<file path="src/rtl/htsf_pkg.sv">
// shared types and character codes for the markup-stripping byte filter
package htsf_pkg;

  localparam int unsigned ChW    = 8;
  localparam int unsigned MarkW  = 3;
  localparam int unsigned DepthW = 8;

  localparam logic [ChW-1:0] ChNul   = 8'h00;
  localparam logic [ChW-1:0] ChLt    = 8'h3C;
  localparam logic [ChW-1:0] ChGt    = 8'h3E;
  localparam logic [ChW-1:0] ChOpen  = 8'h28;
  localparam logic [ChW-1:0] ChClose = 8'h29;
  localparam logic [ChW-1:0] ChQuest = 8'h3F;
  localparam logic [ChW-1:0] ChQuote = 8'h22;

  localparam logic [MarkW-1:0] MarkNone  = 3'd0;
  localparam logic [MarkW-1:0] MarkLt    = 3'd1;
  localparam logic [MarkW-1:0] MarkOpen  = 3'd2;
  localparam logic [MarkW-1:0] MarkClose = 3'd3;
  localparam logic [MarkW-1:0] MarkGt    = 3'd4;
  localparam logic [MarkW-1:0] MarkQuote = 3'd5;

  localparam logic signed [DepthW-1:0] DepthMax = 8'sd127;
  localparam logic signed [DepthW-1:0] DepthMin = -8'sd127;

  typedef struct packed {
    logic [ChW-1:0] ch;
    logic           line_start;
    logic           new_file;
  } req_t;

endpackage

</file>
<file path="src/rtl/htsf_core.sv">
// markup tracking state and per-byte pass or drop decision
module htsf_core (
  input  logic          clk_i,
  input  logic          rst_ni,
  input  logic          step_i,
  input  htsf_pkg::req_t req_i,
  output logic          emit_o
);
  import htsf_pkg::*;

  typedef enum logic [1:0] {
    MODE_TEXT  = 2'd0,
    MODE_TAG   = 2'd1,
    MODE_INSTR = 2'd2
  } mode_e;

  mode_e                     mode_q, mode_d, mode_cur;
  logic [MarkW-1:0]          mark_q, mark_d, mark_cur;
  logic signed [DepthW-1:0]  depth_q, depth_d, depth_cur;
  logic                      quoted;
  logic                      emit;

  always_comb begin
    mode_cur  = req_i.new_file ? MODE_TEXT : mode_q;
    mark_cur  = req_i.line_start ? MarkNone : mark_q;
    depth_cur = req_i.line_start ? '0 : depth_q;
    quoted    = (mark_cur == MarkQuote);
    mode_d    = mode_cur;
    mark_d    = mark_cur;
    depth_d   = depth_cur;
    emit      = 1'b0;
    if (req_i.ch != ChNul) begin
      case (mode_cur)
        MODE_TEXT: begin
          if (req_i.ch == ChLt) begin
            mark_d = MarkLt;
            mode_d = MODE_TAG;
          end else if (req_i.ch != ChGt) begin
            emit = 1'b1;
          end
        end
        MODE_TAG: begin
          if (req_i.ch == ChGt) begin
            mark_d = MarkGt;
            mode_d = MODE_TEXT;
          end else if (req_i.ch == ChQuest) begin
            depth_d = '0;
            mode_d  = MODE_INSTR;
          end
        end
        MODE_INSTR: begin
          if (req_i.ch == ChQuote) begin
            mark_d = quoted ? MarkNone : MarkQuote;
          end else if (req_i.ch == ChOpen && !quoted) begin
            mark_d = MarkOpen;
            if (depth_cur != DepthMax) depth_d = depth_cur + 8'sd1;
          end else if (req_i.ch == ChClose && !quoted) begin
            mark_d = MarkClose;
            if (depth_cur != DepthMin) depth_d = depth_cur - 8'sd1;
          end else if (req_i.ch == ChGt && !quoted && depth_cur == '0) begin
            mode_d = MODE_TEXT;
          end
        end
        default: begin
          emit = 1'b0;
        end
      endcase
    end
  end

  assign emit_o = emit;

  always_ff @(posedge clk_i or negedge rst_ni) begin
    if (!rst_ni) begin
      mode_q  <= MODE_TEXT;
      mark_q  <= MarkNone;
      depth_q <= '0;
    end else if (step_i) begin
      mode_q  <= mode_d;
      mark_q  <= mark_d;
      depth_q <= depth_d;
    end
  end

  a_depth_range: assert property (@(posedge clk_i) disable iff (!rst_ni)
    depth_q != -8'sd128)
    else $error("paren depth out of range");

  a_nul_silent: assert property (@(posedge clk_i) disable iff (!rst_ni)
    (req_i.ch == ChNul) |-> !emit_o)
    else $error("zero byte emitted");

  a_markup_silent: assert property (@(posedge clk_i) disable iff (!rst_ni)
    (mode_q != MODE_TEXT && !req_i.new_file) |-> !emit_o)
    else $error("byte emitted inside markup");

  a_nul_holds_mode: assert property (@(posedge clk_i) disable iff (!rst_ni)
    (step_i && req_i.ch == ChNul && !req_i.new_file) |=> $stable(mode_q))
    else $error("zero byte changed mode");

endmodule

</file>
<file path="src/rtl/html_tag_strip_filter_unit.sv">
// markup-stripping byte filter top level with input and result registers
// Takes one text byte per cycle, unless stalled, and forwards it only while
// outside tags and instruction blocks. A request is registered on entry, the
// markup state (mode, quote mark, parenthesis depth) is updated from that
// register, and a passed byte lands in the result register, so a byte reaches
// the output through the request and result registers. Sustained rate is one
// byte per cycle; a stalled result only holds back a byte that would itself be
// emitted.
module html_tag_strip_filter_unit (
  input  logic                      clk_i,
  input  logic                      rst_ni,
  input  logic                      in_valid_i,
  output logic                      in_stall_o,
  input  logic [htsf_pkg::ChW-1:0]  ch_i,
  input  logic                      line_start_i,
  input  logic                      new_file_i,
  output logic                      out_valid_o,
  input  logic                      out_stall_i,
  output logic [htsf_pkg::ChW-1:0]  out_ch_o
);
  import htsf_pkg::*;

  logic           in_valid_q;
  req_t           req_q;
  logic           out_valid_q;
  logic [ChW-1:0] out_ch_q;
  logic           emit;
  logic           advance;
  logic           step;

  assign advance    = !out_valid_q || !out_stall_i || !emit;
  assign step       = in_valid_q && advance;
  assign in_stall_o = in_valid_q && !advance;

  htsf_core u_core (
    .clk_i  (clk_i),
    .rst_ni (rst_ni),
    .step_i (step),
    .req_i  (req_q),
    .emit_o (emit)
  );

  always_ff @(posedge clk_i or negedge rst_ni) begin
    if (!rst_ni) begin
      in_valid_q <= 1'b0;
    end else if (!in_stall_o) begin
      in_valid_q <= in_valid_i;
    end
  end

  always_ff @(posedge clk_i) begin
    if (in_valid_i && !in_stall_o) begin
      req_q.ch         <= ch_i;
      req_q.line_start <= line_start_i;
      req_q.new_file   <= new_file_i;
    end
  end

  always_ff @(posedge clk_i or negedge rst_ni) begin
    if (!rst_ni) begin
      out_valid_q <= 1'b0;
    end else if (step && emit) begin
      out_valid_q <= 1'b1;
    end else if (!out_stall_i) begin
      out_valid_q <= 1'b0;
    end
  end

  always_ff @(posedge clk_i) begin
    if (step && emit) begin
      out_ch_q <= req_q.ch;
    end
  end

  assign out_valid_o = out_valid_q;
  assign out_ch_o    = out_ch_q;

endmodule

</file>
<file path="config.mk">
export PLATFORM = sky130hd
export DESIGN_NAME = html_tag_strip_filter_unit
export DESIGN_NICKNAME = d
export VERILOG_FILES = /design/src/rtl/htsf_pkg.sv /design/src/rtl/htsf_core.sv /design/src/rtl/html_tag_strip_filter_unit.sv
export SDC_FILE = /design/constraint.sdc
export NUM_CORES = 1
export LEC_CHECK = 0
export ABC_CLOCK_PERIOD_IN_PS = 6800
export BUFFER_PORTS_ARGS = -buffer_cell sky130_fd_sc_hd__clkbuf_2
export CAP_MARGIN = 20
export CORE_MARGIN = 2
export CORE_UTILIZATION = 30
export CTS_CLUSTER_SIZE = 25
export DETAILED_ROUTE_END_ITERATION = 6
export SLEW_MARGIN = 20
export SYNTH_ARGS = -nofsm -noshare
export SYNTH_HDL_FRONTEND = slang
export SYNTH_SLANG_ARGS = --single-unit
</file>
<file path="constraint.sdc">
create_clock -name clk_i -period 6.8 [get_ports clk_i]
set_input_delay 0.34 -clock clk_i [delete_from_list [all_inputs] [get_ports clk_i]]
set_output_delay 0.34 -clock clk_i [all_outputs]
set_load 0.02 [all_outputs]
</file>
==> flow_summary_export.csv, run 1 <==
group,metric,value,unit
run_status,status,"finished clean",
global_route,gr-usage-all-layers,14.9,%
clocking,cts_root_buffer,"clkbuf_8",
routing,final_antenna_net_count,0,
clocking,cts_max_level,2,
floorplan,die_width,92.9,microns
setup_path,cp_max_fo,26,
sta,tightest_slew,1.05,ns
clocking,post_cts_buffers,0,
sta,hold_violations,0,
sta,fin_crit_sh,42.7,%
sta,fmax,345,MHz
power,irDropWorstVdd,0.000123,V
sta,relSlewSlack,29.8,%
setup_path,cp_slowest_cell,"edfxtp_1",
routing,avgViaCountPerCell,5.73,
routing,wl_per_cell,16.0,microns
final_layout,n_antenna_cell,0,
yosys,syn_area,2370,sq um
floorplan,rows,32,
placed_design,portBuffers,23,
clocking,clock_sinks,33,
global_route,grt_max_degree,27,
global_route,grt_overflow,0,
sta,fin_setup_tns,0,ns
clocking,clk_pin_slew,0.08,ns
final_layout,fillers,812,
floorplan,die-area,8640,sq um
setup_path,cp_data_required_time,7.03,ns
final_layout,multi_input_area,1350,sq um
global_route,antenna_found_initial,0,
yosys,ys.flop_type,"edfxtp_1",
clocking,ctsResizeCount,0,
yosys,synth-edff-count,18,
setup_path,crit_chain,"nor2b_1 -> inv_1 -> ha_1 -> nor4bb_1 -> nand2_1 -> a32oi_1 -> xnor2_1 -> a21oi_1 -> o21ai_0",
placed_design,gp_congestion,0.909,
routing,drt_first_pass_iters,5,
final_layout,seqCellArea,916,sq um
setup_path,cp_data_arrival_time,3.13,ns
yosys,syn-num-nets,274,
setup_path,startpoint_type,"flip-flop",
sta,setup_viol,0,
final_layout,fin_area,2670,sq um
sta,slew_violations,0,
clocking,cts_buffers,5,
power,p_leak,0.999,nW
floorplan,fp.coreArea,7690,sq um
yosys,ys_seq_area_share,38.6,%
job,max-cap-violations,0,
setup_path,cp_slowest_stage_delay,0.90,ns
placed_design,dpl_cell_area,2550,sq um
setup_path,path_class,"flip-flop to flip-flop",
global_route,grt_pass1_wl,10.1,mm
final_layout,layout-drive-gt1-share,20.5,%
routing,wl,6.01,mm
sta,period_minus_slack,2.90,ns
yosys,synth.avg_cell_area,9.34,sq um
sta,clock_skew,0.00465,ns
yosys,ys_ff_latch,33,
clocking,clk_latency,0.30,ns
yosys,yosys_warnings,0,
routing,drc_errors,0,
setup_path,critPathBufInv,1,
power,finalPower,519,uW
clocking,ctsHoldBuffers,1,
final_layout,layout.nets,292,
floorplan,die_height,92.9,microns
final_layout,area_delta_synth_final,12.7,%
floorplan,initial_core_util,30.9,%
power,p_per_area,194,nW/um^2
placed_design,dp_hpwl,4.35,mm
sta,rsz0062_at_grt,"no",
routing,via_count,2149,
setup_path,endpoint_kind,"flip-flop",
setup_path,crit_family,"simple AND/OR/NAND/NOR gates",
floorplan,ios,24,
global_route,first_global_vias,2009,
routing,drt_iter0_markers,171,
clocking,cts_tree,"yes",
clocking,clk_path_buf_depth,2,
yosys,async_flop_share,45.5,%
yosys,synth_cells,254,
yosys,synth_cell_type_count,67,
hold_path,hold_class,"input pin to flip-flop",
sequential cells by signal, indices dropped and copies added (netlist names):
signal and flops:
out_valid_o 1, out_ch_o 8, u_core.mark_q 3, u_core.depth_q 8, req_q 10, in_valid_q 1
u_core.mode_q 2
Yosys cell counts, types with 3 or more instances:
library cell / number / share of area, %
o21ai_0: 25 / 5.3
nand2_1: 21 / 3.3
a21oi_1: 18 / 3.8
edfxtp_1: 18 / 23
nor2_1: 16 / 2.5
dfrtp_1: 15 / 16
inv_1: 9 / 1.4
nand3_1: 9 / 1.9
nand4_1: 7 / 1.8
clkbuf_1: 6 / 0.95
ha_1: 6 / 3.2
o22ai_1: 6 / 1.6
buf_2: 5 / 1.1
nor2b_1: 5 / 1.3
a31oi_1: 4 / 1.1
and3_1: 4 / 1.1
o21ai_1: 4 / 0.84
a21o_1: 3 / 0.95
a41oi_1: 3 / 1.1
and2_1: 3 / 0.79
nand2_2: 3 / 0.79
worst paths after layout:
check                                  from           endpoint  slack, ns  cells past startpoint
max in group asynchronous            rst_ni  u_core.depth_q[4]       6.03                      2
max                                req_q[1]  u_core.depth_q[0]       3.90                      9
min                              new_file_i           req_q[0]       0.21                      1
min reg2reg                u_core.mode_q[0]   u_core.mode_q[0]       0.51                      2
max reg2reg                        req_q[1]  u_core.depth_q[0]       3.90                      9
min in group asynchronous            rst_ni  u_core.depth_q[5]       0.50                      2
layout make-up:
cell class,instances,share of cell area (%)
sequential,33,34.3
inverter,9,1.26
clock inverter,3,1.73
clock buffer,5,2.57
multi-input combinational,198,50.4
tap,102,4.78
timing repair buffer,25,4.96
logic make-up (layout without fill, tap and decap cells):
group / after synthesis / in the layout / share of synthesized area, %
fa+ha+maj: 6 / 6 / 3.16
xor+xnor: 3 / 3 / 1.11
compound gates: 84 / 84 / 23.5
buf+inv: 23 / 42 / 4.59
mux: 2 / 2 / 0.897
simple gates: 103 / 103 / 28.2
flops: 33 / 33 / 38.6
layout by cell type (no fill, tap or decap), types with 3 or more instances in the layout:
cell / n
inv_1: 9
ha_1: 6
nand2_1: 21
o21ai_1: 4
dfrtp_1: 15
edfxtp_1: 18
nor2b_1: 5
nand3_1: 9
o22ai_1: 6
nand2_2: 3
and3_1: 4
a41oi_1: 3
and2_1: 3
a21oi_1: 18
a31oi_1: 4
nand4_1: 7
nor2_1: 16
clkbuf_2: 23
clkbuf_8: 5
a21o_1: 3
o21ai_0: 25
report_power, final:
group	leakage (nW)	switching (mW)	internal, mW	total [mW]
combinational	0.570	0.0498	0.0261	0.0759
sequential	0.375	0.0188	0.230	0.249
clock	0.0543	0.0844	0.110	0.194
total	0.999	0.153	0.366	0.519
routing by layer:
metal	share of wire, %	vias up	GRT usage, %
met3	7.2	13	2.93
met2	45	101	22.6
met1	46	1022	21.3
li1	-	1013	-
met5	0	-	0
met4	1.8	0	5.02
stage by stage:
step	hold slack (ns)	worst slack, ns	cells	util [%]
6_report	0.208	3.90	375	34.8
5_1_grt	0.205	3.70	375	34.8
4_1_cts	0.204	4.01	375	34.8
3_5_place_dp	0.292	4.05	366	33.1
3_3_place_gp	0.302	4.08	366	33.1
2_1_floorplan	0.0444	4.16	254	-
No activity file was read; power rests on OpenSTA's default activity.
==> run 2, diff against run 1 <==
--- a/config.mk
+++ b/config.mk
@@ -5,7 +5,8 @@
 export SDC_FILE = /design/constraint.sdc
 export NUM_CORES = 1
 export LEC_CHECK = 0
-export ABC_CLOCK_PERIOD_IN_PS = 6800
+export ABC_AREA = 1
+export ABC_CLOCK_PERIOD_IN_PS = 2350
 export BUFFER_PORTS_ARGS = -buffer_cell sky130_fd_sc_hd__clkbuf_2
 export CAP_MARGIN = 20
 export CORE_MARGIN = 2
==> constraint.sdc (replaced) <==
create_clock -name clk_i -period 2.35 [get_ports clk_i]
set_input_delay 0.1175 -clock clk_i [delete_from_list [all_inputs] [get_ports clk_i]]
set_output_delay 0.1175 -clock clk_i [all_outputs]
set_load 0.02 [all_outputs]
==> run 2 against run 1 <==
Effect of this change:
- die area is 4.5% lower
- clock power grew to 2.9 times the previous value
- area after synthesis is 4.7% lower
- count of clock-buffer cells in the layout stayed put
- hold slack worse by 0.19 ns
- clock skew is 0.011 ns higher
- combinational power grew to 15 times the previous value
- global-route usage is 0.46 points lower
- sequential power grew to 3.6 times the previous value
- maximum frequency is 49% higher
==> flow_summary_export.csv, run 2 <==
group,metric,value,unit
setup_path,cp_slowest_stage_delay,0.41,ns
global_route,gr-usage-all-layers,14.5,%
setup_path,cp_max_fo,6,
placed_design,portBuffers,23,
final_layout,layout.nets,372,
yosys,syn-num-nets,332,
power,netSwitchingPower,1.10,mW
power,power.internal,1.46,mW
power,p_per_area,943,nW/um^2
floorplan,die_width,90.8,microns
sta,period_minus_slack,1.95,ns
sta,setup_viol,0,
setup_path,endpoint_kind,"flip-flop",
routing,wl_per_cell,12.7,microns
setup_path,path_class,"flip-flop to flip-flop",
clocking,cts_buffers,5,
routing,avgViaCountPerCell,4.73,
final_layout,stdcell_count,452,
final_layout,multi_input_area,1140,sq um
setup_path,ff2ff_setup_slack,0.40,ns
setup_path,worstReg2RegEnd,"u_core.depth_q[2]",
global_route,grt_max_degree,16,
routing,met1Wirelength,2.69,mm
final_layout,largest_register_ffs,10,
final_layout,n_antenna_cell,0,
yosys,async_flop_share,45.5,%
placed_design,dp.cells,434,
placed_design,gp_congestion,0.875,
floorplan,die_height,90.8,microns
sta,tightest_slew,0.494,ns
power,p_leak,1.36,nW
run_status,status,"finished clean",
routing,highest_layer,"met4",
yosys,syn_area,2260,sq um
clocking,clk_path_buf_depth,2,
clocking,cts_root_buffer,"clkbuf_8",
yosys,synth_cell_type_count,33,
final_layout,fillers,777,
placed_design,dp_hpwl,4.23,mm
floorplan,rows,31,
final_layout,area_delta_synth_final,20.0,%
routing,drt_iter0_markers,133,
power,clkPwrFrac,21.8,%
routing,via_count,2139,
yosys,synth_top_area_share,23.9,%
power,pwr-share-comb,43.2,%
routing,final_antenna_net_count,0,
sta,fmax,513,MHz
yosys,ys_ff_latch,33,
routing,met3_length,308,microns
routing,wl_met2,2.68,mm
final_layout,layout-drive-gt1-share,17.8,%
yosys,synth_cells,312,
clocking,cts_tree,"yes",
final_layout,regMostFlops,"req_q",
yosys,ys_seq_area_share,40.5,%
setup_path,cp_slowest_cell,"edfxtp_1",
hold_path,hold_path_depth,1,
yosys,synth-edff-count,18,
routing,drt_first_pass_iters,4,
setup_path,cp_data_required_time,2.54,ns
final_layout,seqCellArea,916,sq um
sta,clock_skew,0.0161,ns
floorplan,initial_core_util,31.0,%
yosys,yosys_warnings,0,
sta,relSlewSlack,66.8,%
final_layout,final_common_cell,"nand2_1",
setup_path,crit_family,"simple AND/OR/NAND/NOR gates",
routing,wl,5.75,mm
final_layout,fin_area,2710,sq um
placed_design,dpl_cell_area,2500,sq um
sta,hold_violations,0,
setup_path,cp_common_cell,"nor2_1",
global_route,first_global_vias,2100,
sta,slew_violations,0,
yosys,synth_common_cells,"nand2_1 (95), inv_1 (38), nor2_1 (35)",
clocking,clock_sinks,33,
yosys,ys.flop_type,"edfxtp_1",
hold_path,hp-start,"line_start_i",
hold_path,hold_end,"req_q[1]",
hold_path,hold_class,"input pin to flip-flop",
clocking,ctsResizeCount,0,
power,irDropWorstVdd,0.000544,V
yosys,synth_top_area_cell,"edfxtp_1",
setup_path,critPathBufInv,1,
clocking,clk_latency,0.29,ns
floorplan,die-area,8250,sq um
setup_path,crit_chain,"nor2_1 -> nand2_1 -> nor3_1 -> o21ai_2 -> inv_1 -> nor2_1 -> nor2_1 -> a21oi_1",
yosys,yosysMostFrequentCell,"nand2_1",
job,max-cap-violations,0,
sta,fin_crit_sh,82.9,%
yosys,synth.area.top_cells,"edfxtp_1 (24%), dfrtp_1 (17%), nand2_1 (16%)",
floorplan,ios,24,
global_route,grt_pass1_wl,9.65,mm
clocking,clk_pin_slew,0.08,ns
floorplan,fp.coreArea,7290,sq um
setup_path,r2r_cells,8,
global_route,grt_overflow,0,
final_layout,layout_common_cells,"nand2_1 (95), inv_1 (38), nor2_1 (35)",
setup_path,timing.rr.start,"req_q[9]",
global_route,antenna_found_initial,0,
clocking,cts_max_level,2,
yosys,synth.avg_cell_area,7.25,sq um
sta,fin_setup_tns,0,ns
routing,drc_errors,0,
sta,rsz0062_at_grt,"no",
final_layout,final_util,37.2,%
setup_path,startpoint_type,"flip-flop",
setup_path,cp_data_arrival_time,2.14,ns
power,swShare,43.0,%
power,seqPwrFrac,35.0,%
-- run 2: cell types whose count changed after synthesis, moves of 4 or more --
| cell | change |
|---|---|
| nand2_2 | +4 |
| o21ai_0 | -16 |
| nor2_2 | +5 |
| clkbuf_1 | -6 |
| nand3_1 | +18 |
| o22ai_1 | -6 |
| nor2_1 | +19 |
| nor2b_1 | -5 |
| and3_1 | -4 |
| nand2_1 | +74 |
| inv_1 | +29 |
-- run 2: worst max-delay path by stage --
stage             start                end  slack [ns]  depth (start not counted)
6_report       req_q[9]  u_core.depth_q[2]        0.40                          8
3_3_place_gp   req_q[9]           req_q[5]        0.40                          7
3_5_place_dp   req_q[9]           req_q[4]        0.40                          7
4_1_cts        req_q[9]           req_q[0]        0.39                          7
2_1_floorplan  req_q[9]        out_ch_o[0]        0.52                         10
5_1_grt        req_q[8]           req_q[0]        0.21                          7
-- run 2: stage by stage --
step / setup WS (ns) / hold slack, ns / total power, mW
detailed placement: 0.401 / 0.0910 / 1.98
CTS: 0.391 / 0.00144 / 2.56
global placement: 0.402 / 0.0947 / 1.99
floorplan: 0.521 / -0.178 / 1.68
finish: 0.403 / 0.0169 / 2.56
global route: 0.206 / 0.0170 / 2.76
-- run 2: worst reg2reg max path, cell delays in order, from the launching register on --
cell and delay, ns:
edfxtp_1 0.41, nor2_1 0.30, nand2_1 0.14, nor3_1 0.41
o21ai_2 0.22, inv_1 0.16, nor2_1 0.05, nor2_1 0.09
a21oi_1 0.07
-- run 2: layout make-up --
class,count,share of cell area (%)
clock buffers,5,2.54
clock inverters,3,1.71
inverters,43,6.09
multi-input cells,231,42.0
flip-flops and latches,33,33.8
well taps,99,4.57
repair buffers,38,9.32
-- run 2: logic make-up (layout without fill, tap and decap cells) --
group / after synthesis / in the layout / synth area share (%)
xor gates and xnor gates: 1 / 1 / 0.387
adders and majority gates: 6 / 6 / 3.32
DFF: 33 / 33 / 40.5
buffers and inverters: 48 / 89 / 9.08
and+or+nand+nor: 190 / 190 / 38.5
AOI/OAI and AO/OA: 34 / 34 / 8.19
-- run 2: power groups by stage --
stage	sequential (mW)	combinational [mW]	clock (mW)
3_3_place_gp	0.911	1.08	0
6_report	0.895	1.11	0.558
5_1_grt	0.913	1.25	0.601
4_1_cts	0.896	1.10	0.574
3_5_place_dp	0.908	1.07	0
2_1_floorplan	0.930	0.752	0
-- run 2: repair_timing --
action | in CTS | in global routing
setup buffers | 0 | 0
endpoints found under the hold margin | 24 | 0
hold buffers | 10 | 0
-- run 2: per-layer routing --
metal | track usage [%] | vias to the layer above
li1 | - | 1086
met1 | 18.6 | 983
met2 | 24.1 | 65
met3 | 2.67 | 5
met4 | 5.68 | 0
met5 | 0 | -
